--- config.mk ---
export PLATFORM = sky130hd
export DESIGN_NAME = touch_pad_press_classifier_core
export DESIGN_NICKNAME = d
export VERILOG_FILES = /design/src/rtl/core/tpc_pkg.sv /design/src/rtl/core/tpc_pad_update.sv /design/src/rtl/core/touch_pad_press_classifier_core.sv
export SDC_FILE = /design/constraint.sdc
export NUM_CORES = 2
export LEC_CHECK = 0
export BUFFER_PORTS_ARGS = -buffer_cell sky130_fd_sc_hd__clkbuf_2
export CAP_MARGIN = 20
export CORE_UTILIZATION = 63
export CTS_CLUSTER_SIZE = 8
export DETAILED_ROUTE_END_ITERATION = 10
export PLACE_DENSITY = 0.76
export SETUP_SLACK_MARGIN = 0.1
export SLEW_MARGIN = 15
export SYNTH_ARGS = -nofsm -noshare
export SYNTH_HDL_FRONTEND = slang
export SYNTH_SLANG_ARGS = --single-unit
--- constraint.sdc ---
create_clock -name i_clk -period 13.3 [get_ports i_clk]
set_clock_uncertainty 0.15 [all_clocks]
set_input_delay 1.995 -clock i_clk [delete_from_list [all_inputs] [get_ports i_clk]]
set_output_delay 1.995 -clock i_clk [all_outputs]
set_load 0.02 [all_outputs]
--- src/rtl/core/tpc_pkg.sv ---
// ----------------------------------------------------------------------------
// tpc_pkg
// Shared types, register codes and reset constants of the touch pad press
// classifier.
// ----------------------------------------------------------------------------
package tpc_pkg;

    // Default geometry
    localparam int TPC_NUM_PADS      = 9;
    localparam int TPC_HISTORY_DEPTH = 4;

    // Fixed field widths
    localparam int TPC_PAD_FIELD_W = 4;
    localparam int TPC_SAMPLE_W    = 16;
    localparam int TPC_TIME_W      = 32;
    localparam int TPC_CFG_W       = 16;
    localparam int TPC_DELTA_W     = TPC_SAMPLE_W + 1;
    localparam int TPC_CFG_IDX_W   = 3;

    // Register reset values
    localparam logic [TPC_CFG_W-1:0] TPC_RST_THRESHOLD  = 16'd150;
    localparam logic [TPC_CFG_W-1:0] TPC_RST_SHORT_MS   = 16'd1000;
    localparam logic [TPC_CFG_W-1:0] TPC_RST_LONG_MS    = 16'd3000;
    localparam logic [TPC_CFG_W-1:0] TPC_RST_VLONG_MS   = 16'd5000;
    localparam logic [TPC_CFG_W-1:0] TPC_RST_STUCK_MS   = 16'd7000;
    localparam logic                 TPC_RST_TOUCH_EN   = 1'b0;

    // Event codes, also used as the per-pad state encoding
    typedef enum logic [2:0] {
        EV_TOUCHED   = 3'd0,
        EV_RELEASED  = 3'd1,
        EV_SHORT     = 3'd2,
        EV_LONG      = 3'd3,
        EV_VERY_LONG = 3'd4
    } t_event_code;

    // Configuration register indexes
    typedef enum logic [TPC_CFG_IDX_W-1:0] {
        CFG_DELTA_THRESHOLD = 3'd0,
        CFG_SHORT_PRESS_MS  = 3'd1,
        CFG_LONG_PRESS_MS   = 3'd2,
        CFG_VLONG_PRESS_MS  = 3'd3,
        CFG_STUCK_RELEASE   = 3'd4,
        CFG_TOUCH_ENABLED   = 3'd5
    } t_cfg_index;

    typedef struct packed {
        logic [TPC_CFG_W-1:0] delta_threshold;
        logic [TPC_CFG_W-1:0] short_press_ms;
        logic [TPC_CFG_W-1:0] long_press_ms;
        logic [TPC_CFG_W-1:0] very_long_press_ms;
        logic [TPC_CFG_W-1:0] stuck_release_ms;
        logic                 touch_enabled;
    } t_cfg;

    // Fixed-width part of one pad's record
    typedef struct packed {
        t_event_code             state;
        logic [TPC_TIME_W-1:0]   change_time;
        logic [TPC_SAMPLE_W-1:0] last_sample;
    } t_pad_ctl;

    typedef struct packed {
        logic [TPC_PAD_FIELD_W-1:0] pad_index;
        logic [TPC_SAMPLE_W-1:0]    raw_sample;
        logic [TPC_TIME_W-1:0]      now_ms;
    } t_in_item;

    typedef struct packed {
        logic [TPC_PAD_FIELD_W-1:0] event_pad;
        t_event_code                event_code;
    } t_out_item;

endpackage

--- src/rtl/core/tpc_pad_update.sv ---
// ----------------------------------------------------------------------------
// tpc_pad_update
// Next-state logic of one pad: delta, ring and running sum update, then the
// touch / release / press escalation decision.
// ----------------------------------------------------------------------------
module tpc_pad_update #(
    parameter int HISTORY_DEPTH = tpc_pkg::TPC_HISTORY_DEPTH,
    parameter int PTR_W         = (HISTORY_DEPTH > 1) ? $clog2(HISTORY_DEPTH) : 1,
    parameter int SUM_W         = tpc_pkg::TPC_DELTA_W + $clog2(HISTORY_DEPTH)
) (
    input  tpc_pkg::t_cfg                                          i_cfg,
    input  logic [tpc_pkg::TPC_SAMPLE_W-1:0]                       i_sample,
    input  logic [tpc_pkg::TPC_TIME_W-1:0]                         i_now,
    input  tpc_pkg::t_pad_ctl                                      i_ctl,
    input  logic [HISTORY_DEPTH-1:0][tpc_pkg::TPC_DELTA_W-1:0]     i_ring,
    input  logic [PTR_W-1:0]                                       i_ptr,
    input  logic signed [SUM_W-1:0]                                i_sum,
    output tpc_pkg::t_pad_ctl                                      o_ctl,
    output logic [HISTORY_DEPTH-1:0][tpc_pkg::TPC_DELTA_W-1:0]     o_ring,
    output logic [PTR_W-1:0]                                       o_ptr,
    output logic signed [SUM_W-1:0]                                o_sum,
    output logic                                                   o_emit,
    output tpc_pkg::t_event_code                                   o_code
);
    import tpc_pkg::*;

    logic signed [TPC_DELTA_W-1:0] delta;
    logic signed [TPC_DELTA_W-1:0] old_delta;
    logic [SUM_W-1:0]              mag;
    logic [TPC_TIME_W-1:0]         elapsed;
    logic                          over_thr;

    // Delta against the previous sample; a zero previous sample means no history
    always_comb begin
        if (i_ctl.last_sample == '0) begin
            delta = '0;
        end else begin
            delta = $signed({1'b0, i_sample}) - $signed({1'b0, i_ctl.last_sample});
        end
    end

    // Replace the oldest ring entry and adjust the running sum
    assign old_delta = $signed(i_ring[i_ptr]);
    assign o_sum     = i_sum - SUM_W'(old_delta) + SUM_W'(delta);
    assign mag       = o_sum[SUM_W-1] ? $unsigned(-o_sum) : $unsigned(o_sum);
    assign over_thr  = mag > SUM_W'(i_cfg.delta_threshold);
    assign elapsed   = i_now - i_ctl.change_time;

    always_comb begin
        o_ring        = i_ring;
        o_ring[i_ptr] = delta;
        o_ptr = (i_ptr == PTR_W'(HISTORY_DEPTH - 1)) ? '0 : i_ptr + 1'b1;
    end

    // Classify: swing detection first, then time-based escalation
    always_comb begin
        o_ctl             = i_ctl;
        o_ctl.last_sample = i_sample;
        o_emit            = 1'b0;
        o_code            = EV_TOUCHED;
        if (over_thr) begin
            if (delta[TPC_DELTA_W-1]) begin
                if (i_ctl.state == EV_RELEASED) begin
                    o_ctl.state       = EV_TOUCHED;
                    o_ctl.change_time = i_now;
                    o_emit            = 1'b1;
                    o_code            = EV_TOUCHED;
                end
            end else if (i_ctl.state != EV_RELEASED) begin
                o_ctl.state       = EV_RELEASED;
                o_ctl.change_time = i_now;
                o_emit            = 1'b1;
                o_code            = EV_RELEASED;
            end
        end else begin
            case (i_ctl.state)
                EV_TOUCHED: begin
                    if (elapsed > TPC_TIME_W'(i_cfg.short_press_ms)) begin
                        o_ctl.state = EV_SHORT;
                        o_emit      = 1'b1;
                        o_code      = EV_SHORT;
                    end
                end
                EV_SHORT: begin
                    if (elapsed > TPC_TIME_W'(i_cfg.long_press_ms)) begin
                        o_ctl.state = EV_LONG;
                        o_emit      = 1'b1;
                        o_code      = EV_LONG;
                    end
                end
                EV_LONG: begin
                    if (elapsed > TPC_TIME_W'(i_cfg.very_long_press_ms)) begin
                        o_ctl.state = EV_VERY_LONG;
                        o_emit      = 1'b1;
                        o_code      = EV_VERY_LONG;
                    end
                end
                EV_VERY_LONG: begin
                    // Force release of a stuck pad unless touch_enabled is set
                    if (elapsed > TPC_TIME_W'(i_cfg.stuck_release_ms) &&
                        !i_cfg.touch_enabled) begin
                        o_ctl.state       = EV_RELEASED;
                        o_ctl.change_time = i_now;
                        o_emit            = 1'b1;
                        o_code            = EV_RELEASED;
                    end
                end
                default: begin
                end
            endcase
        end
    end

endmodule

--- src/rtl/core/touch_pad_press_classifier_core.sv ---
// ----------------------------------------------------------------------------
// touch_pad_press_classifier_core
// Per-pad touch detection from raw capacitive samples, with short, long and
// very long press escalation and stuck-pad release. One event word at most
// per sample word.
// Pipeline: input register, then result register for the event word.
// Throughput: one sample word per cycle, except while a new event word waits
// for a pending one to be taken; the pad record is read, updated and written
// back between the two registers.
// Reset: synchronous, active low; all pads released with zeroed history and
// registers at their default values; no clearing pass.
// ----------------------------------------------------------------------------
module touch_pad_press_classifier_core #(
    parameter int NUM_PADS      = tpc_pkg::TPC_NUM_PADS,
    parameter int HISTORY_DEPTH = tpc_pkg::TPC_HISTORY_DEPTH
) (
    input  logic                                i_clk,
    input  logic                                i_rst_n,
    // Sample channel
    input  logic                                i_in_valid,
    output logic                                o_in_ready,
    input  tpc_pkg::t_in_item                   i_in_item,
    // Event channel
    output logic                                o_out_valid,
    input  logic                                i_out_ready,
    output tpc_pkg::t_out_item                  o_out_item,
    // Configuration write port
    input  logic                                i_cfg_wr_en,
    input  logic [tpc_pkg::TPC_CFG_IDX_W-1:0]   i_cfg_index,
    input  logic [tpc_pkg::TPC_CFG_W-1:0]       i_cfg_wdata
);
    import tpc_pkg::*;

    localparam int PAD_W = (NUM_PADS > 1) ? $clog2(NUM_PADS) : 1;
    localparam int PTR_W = (HISTORY_DEPTH > 1) ? $clog2(HISTORY_DEPTH) : 1;
    localparam int SUM_W = TPC_DELTA_W + $clog2(HISTORY_DEPTH);

    typedef logic [HISTORY_DEPTH-1:0][TPC_DELTA_W-1:0] t_ring_row;

    // Configuration
    t_cfg r_cfg;

    // Per-pad records
    t_pad_ctl                r_ctl  [NUM_PADS];
    t_ring_row               r_ring [NUM_PADS];
    logic [PTR_W-1:0]        r_ptr  [NUM_PADS];
    logic signed [SUM_W-1:0] r_sum  [NUM_PADS];

    // Pipeline registers
    logic      r_in_valid;
    t_in_item  r_in;
    logic      r_out_valid;
    t_out_item r_out;

    logic                    pad_ok;
    logic [PAD_W-1:0]        pad_sel;
    logic                    advance;
    t_pad_ctl                n_ctl;
    t_ring_row               n_ring;
    logic [PTR_W-1:0]        n_ptr;
    logic signed [SUM_W-1:0] n_sum;
    logic                    emit;
    t_event_code             code;

    // Configuration writes; unknown indexes are dropped
    always_ff @(posedge i_clk) begin
        if (!i_rst_n) begin
            r_cfg.delta_threshold    <= TPC_RST_THRESHOLD;
            r_cfg.short_press_ms     <= TPC_RST_SHORT_MS;
            r_cfg.long_press_ms      <= TPC_RST_LONG_MS;
            r_cfg.very_long_press_ms <= TPC_RST_VLONG_MS;
            r_cfg.stuck_release_ms   <= TPC_RST_STUCK_MS;
            r_cfg.touch_enabled      <= TPC_RST_TOUCH_EN;
        end else if (i_cfg_wr_en) begin
            case (i_cfg_index)
                CFG_DELTA_THRESHOLD: r_cfg.delta_threshold    <= i_cfg_wdata;
                CFG_SHORT_PRESS_MS:  r_cfg.short_press_ms     <= i_cfg_wdata;
                CFG_LONG_PRESS_MS:   r_cfg.long_press_ms      <= i_cfg_wdata;
                CFG_VLONG_PRESS_MS:  r_cfg.very_long_press_ms <= i_cfg_wdata;
                CFG_STUCK_RELEASE:   r_cfg.stuck_release_ms   <= i_cfg_wdata;
                CFG_TOUCH_ENABLED:   r_cfg.touch_enabled      <= i_cfg_wdata[0];
                default: begin
                end
            endcase
        end
    end

    // Select the pad record of the registered sample
    assign pad_ok  = {1'b0, r_in.pad_index} < (TPC_PAD_FIELD_W + 1)'(NUM_PADS);
    assign pad_sel = r_in.pad_index[PAD_W-1:0];

    tpc_pad_update #(
        .HISTORY_DEPTH (HISTORY_DEPTH),
        .PTR_W         (PTR_W),
        .SUM_W         (SUM_W)
    ) u_pad_update (
        .i_cfg    (r_cfg),
        .i_sample (r_in.raw_sample),
        .i_now    (r_in.now_ms),
        .i_ctl    (r_ctl[pad_sel]),
        .i_ring   (r_ring[pad_sel]),
        .i_ptr    (r_ptr[pad_sel]),
        .i_sum    (r_sum[pad_sel]),
        .o_ctl    (n_ctl),
        .o_ring   (n_ring),
        .o_ptr    (n_ptr),
        .o_sum    (n_sum),
        .o_emit   (emit),
        .o_code   (code)
    );

    // Advance unless an event word would overwrite one still waiting
    assign advance    = r_in_valid && (!(emit && pad_ok) || !r_out_valid || i_out_ready);
    assign o_in_ready = !r_in_valid || advance;

    // Input register
    always_ff @(posedge i_clk) begin
        if (!i_rst_n) begin
            r_in_valid <= 1'b0;
        end else if (o_in_ready) begin
            r_in_valid <= i_in_valid;
        end
    end

    always_ff @(posedge i_clk) begin
        if (o_in_ready && i_in_valid) begin
            r_in <= i_in_item;
        end
    end

    // Write back the pad record
    always_ff @(posedge i_clk) begin
        if (!i_rst_n) begin
            for (int p = 0; p < NUM_PADS; p++) begin
                r_ctl[p].state       <= EV_RELEASED;
                r_ctl[p].change_time <= '0;
                r_ctl[p].last_sample <= '0;
                r_ring[p]            <= '0;
                r_ptr[p]             <= '0;
                r_sum[p]             <= '0;
            end
        end else if (advance && pad_ok) begin
            r_ctl[pad_sel]  <= n_ctl;
            r_ring[pad_sel] <= n_ring;
            r_ptr[pad_sel]  <= n_ptr;
            r_sum[pad_sel]  <= n_sum;
        end
    end

    // Result register
    always_ff @(posedge i_clk) begin
        if (!i_rst_n) begin
            r_out_valid <= 1'b0;
        end else if (advance && emit && pad_ok) begin
            r_out_valid <= 1'b1;
        end else if (i_out_ready) begin
            r_out_valid <= 1'b0;
        end
    end

    always_ff @(posedge i_clk) begin
        if (advance && emit && pad_ok) begin
            r_out.event_pad  <= r_in.pad_index;
            r_out.event_code <= code;
        end
    end

    assign o_out_valid = r_out_valid;
    assign o_out_item  = r_out;

    // An event word carries the pad of the sample that caused it
    a_event_pad: assert property (@(posedge i_clk) disable iff (!i_rst_n)
        advance && emit && pad_ok |=>
            o_out_valid && o_out_item.event_pad == $past(r_in.pad_index))
        else $error("event word does not match its sample");

    // A sample held back keeps its contents
    a_hold_in: assert property (@(posedge i_clk) disable iff (!i_rst_n)
        r_in_valid && !advance |=> r_in_valid && $stable(r_in))
        else $error("stalled sample lost or changed");

    // A waiting event word is never overwritten
    a_no_overwrite: assert property (@(posedge i_clk) disable iff (!i_rst_n)
        o_out_valid && !i_out_ready |-> !(advance && emit && pad_ok))
        else $error("pending event word overwritten");

    // Writes to unknown register indexes leave the registers alone
    a_cfg_unknown: assert property (@(posedge i_clk) disable iff (!i_rst_n)
        i_cfg_wr_en && i_cfg_index != CFG_DELTA_THRESHOLD &&
        i_cfg_index != CFG_SHORT_PRESS_MS && i_cfg_index != CFG_LONG_PRESS_MS &&
        i_cfg_index != CFG_VLONG_PRESS_MS && i_cfg_index != CFG_STUCK_RELEASE &&
        i_cfg_index != CFG_TOUCH_ENABLED |=> $stable(r_cfg))
        else $error("unknown register write changed configuration");

endmodule
==> flow_summary.ini <==
[run_status]
status = finished clean

[route]
m1WireLength_mm = 95.1
dr_wl_met2_mm = 125
wl_mm = 257
avgRoutedWirePerCell_um = 26.2
drtIter0Drc = 7501
maxUsedRoutingLayer = met4
first_pass_iters = 6
drcViolationCount = 0
via_count = 60879
drt.antenna.violating_nets = 0
routed_via_density = 6.22
wl_met3_mm = 28.4

[synthesis]
yosysWarnings = 0
synth-async-reset-ratio = 0
synth_cells = 6409
synth.yosys.seq_area_share = 0.679
synth.distinct_cells = 89
syn_area_mm2 = 0.104
ys_ff_latch = 2386
synth_edf_count = 2299
synthFlopType = edfxtp_1
avgSynthCellArea_um2 = 16.3

[finish]
num_antenna_cells = 0
fin_util = 0.734
multi_input_area_mm2 = 0.0346
areaGrowthSynthToFinish_pct = 15.2
seqCellArea_mm2 = 0.0708
drive_gt1_frac = 0.185
nNetsFinal = 7825
nFillCells = 9763

[worst_setup_path]
required_ps = 11150
slowest_delay_ps = 600
end_kind = output pin
cpMostUsedCell = inv_1
cp_top_family = simple AND/OR/NAND/NOR gates
crit_fanout = 26
worst_setup_path_start_kind = flop
cp.arrival_ps = 10520
path_class = reg -> out
path_buf_inv = 7
crit_slowest_cell = or4_1

[timing]
finalMaxSlewViolations = 0
max_freq_mhz = 79.0
setup_slack_ps = 639
period_needed_ps = 12660
worstMarginPinSlew_ps = 1190
hold_violations = 0
worst_slew_margin_rel = 0.205
timing.hold.ws_ps = 319
rsz0062_at_grt = no
finalCritPeriodShare = 0.952
timing.final.setup_violations = 0
fin_tns_setup_ps = 0

[clock_network]
clock_latency_ps = 940
cts_hold_buf = 0
h-tree-depth = 5
path_clk_slew_ps = 50
numCtsBuffers = 348
cts-root-buf = clkbuf_16
tritoncts = built
cts_buffer_depth = 4
cts_sinks = 2386

[worst_hold_path]
hp-class = reg -> reg

[floorplanning]
chipWidth_um = 409
io_pins = 85
die_area_mm2 = 0.167
coreArea_mm2 = 0.164
die_h_um = 409
initial_utilization = 0.637
rows = 148

[power_and_ir_drop]
combPwrFrac = 0.350
internal_power_mw = 17.9
leakagePower_nw = 45.4
p_total_mw = 27.5
power_density_mw_per_mm2 = 229
ir_drop_mv = 0.397
p_sw_frac = 0.348
clockPowerShare = 0.277
switchingPower_mw = 9.58
seqPwrFrac = 0.374

[place]
dp_slack_ps = 1100
dp_hpwl_mm = 146
io_buffer_count = 84
gp_congestion = 0.930

[global_routing]
grt_pass1_vias = 62638
grt_overflow = 0
antenna_found_initial = 3
grt_max_degree = 115
grt_pass1_wl_mm = 384
globalRouteTotalUtil = 0.312

[flow_run]
drv_cap = 0
## through the flow
step           instance area (µm²)  std cells
6_report                    120000       9795
5_1_grt                     120000       9795
4_1_cts                     120000       9777
3_5_place_dp                111000       9382
3_3_place_gp                111000       9381
2_1_floorplan               108000       7388
## sequential cells by signal, indices dropped and copies added, names as in the netlist, named ones only
name / flops
r_ring: 1088
o_out_item: 7
r_sum: 304
pad_sel: 4
r_ctl: 816
r_in: 48
r_ptr: 32
r_cfg: 81
o_out_valid: 1
r_in_valid: 1
## per-layer routing
metal	track usage	vias to the layer above
li1	-	25666
met1	0.425	31020
met2	0.503	3635
met3	0.0705	558
met4	0.107	0
met5	0	-
## layout make-up
class                           count  share of cell area
Sequential cell                  2386               0.590
Multi-Input combinational cell   4331               0.288
Clock buffer                      385              0.0749
Tap cell                         2175              0.0227
Timing Repair Buffer              223              0.0148
Inverter                          285             0.00896
Clock inverter                     10            0.000876
## cells by family after synthesis
kind of cell | count (synthesis) | share of synthesized area
flip-flops | 2386 | 0.679
AND/OR/NAND/NOR | 1826 | 0.0739
multiplexers | 844 | 0.164
buffers and inverters | 671 | 0.0260
AO/OA/AOI/OAI | 457 | 0.0298
adder cells (fa/ha/maj) | 174 | 0.0223
XOR/XNOR | 50 | 0.00435
other | 1 | 0.0000360
## power groups by stage
stage | Combinational (mW) | Clock, mW | Sequential [mW]
detailed placement | 9.21 | 0 | 10.4
finish | 9.62 | 7.61 | 10.3
global placement | 9.06 | 0 | 10.3
CTS | 9.31 | 7.69 | 10.3
global route | 10.4 | 7.98 | 10.4
floorplan | 6.50 | 0 | 10.3
## worst paths after layout
path                          startpoint                          to  slack [ps]  cells after the start
setup / recovery                    flop                  o_in_ready         640                     31
hold / removal    r_cfg[76]$_SDFFE_PN0P_      r_cfg[76]$_SDFFE_PN0P_         320                      2
setup reg to reg                    flop  r_ctl[2][29]$_SDFFCE_PN0P_        1900                     31
hold reg to reg   r_cfg[76]$_SDFFE_PN0P_      r_cfg[76]$_SDFFE_PN0P_         320                      2
## timing repair
action	4_1_cts	5_1_grt
setup buffers	0	14
pin swaps	0	2
resized for setup	1	14
setup endpoints to repair	1	1
## tightest hold or removal path: stages, from the launching register on
cell      delay (ps)
dfxtp_1          310
nand2_1           50
a21boi_0          60
## cell usage in the layout, fill, tap and decap left out, drive strengths merged, types with 29 or more instances in the layout
cell type | netlist | layout
edfxtp | 2299 | 2299
nor2 | 1219 | 1219
conb | 1 | 980
mux4 | 678 | 678
clkbuf | 188 | 471
inv | 283 | 288
nand2 | 257 | 257
ha | 154 | 154
and2 | 145 | 145
buf | 198 | 137
mux2i | 130 | 130
a21oi | 103 | 103
dfxtp | 87 | 87
o21ai | 85 | 85
a21boi | 57 | 57
o211ai | 44 | 44
mux2 | 36 | 36
xnor2 | 35 | 35
nand3 | 33 | 33
nand4 | 31 | 31
a21o | 29 | 29
a211oi | 29 | 29
## cells in the mapped netlist (11+ instances only)
cell type	number	area, µm²
buf_1	67	251
nand2_1	257	965
mux4_2	678	15300
inv_1	278	1040
edfxtp_1	2299	69000
fa_1	20	400
o21a_1	22	165
a21o_1	29	218
xnor2_1	34	298
nand3_1	33	165
or2_2	11	68.8
mux2i_1	103	1030
buf_2	125	626
nand2b_1	13	81.3
a21oi_1	103	515
nand4_1	31	194
o211ai_1	43	323
nor2_1	1218	4570
ha_1	154	1930
clkbuf_1	188	706
mux2i_2	26	358
and2_1	144	901
and3_1	13	81.3
a211oi_1	28	210
dfxtp_1	87	1740
nor4_1	14	87.6
xor2_1	14	123
o21ai_0	81	405
a21boi_0	57	428
mux2_2	32	360
nor2b_1	27	169
nor3_1	28	140
Power figures use the tool's default switching activity.
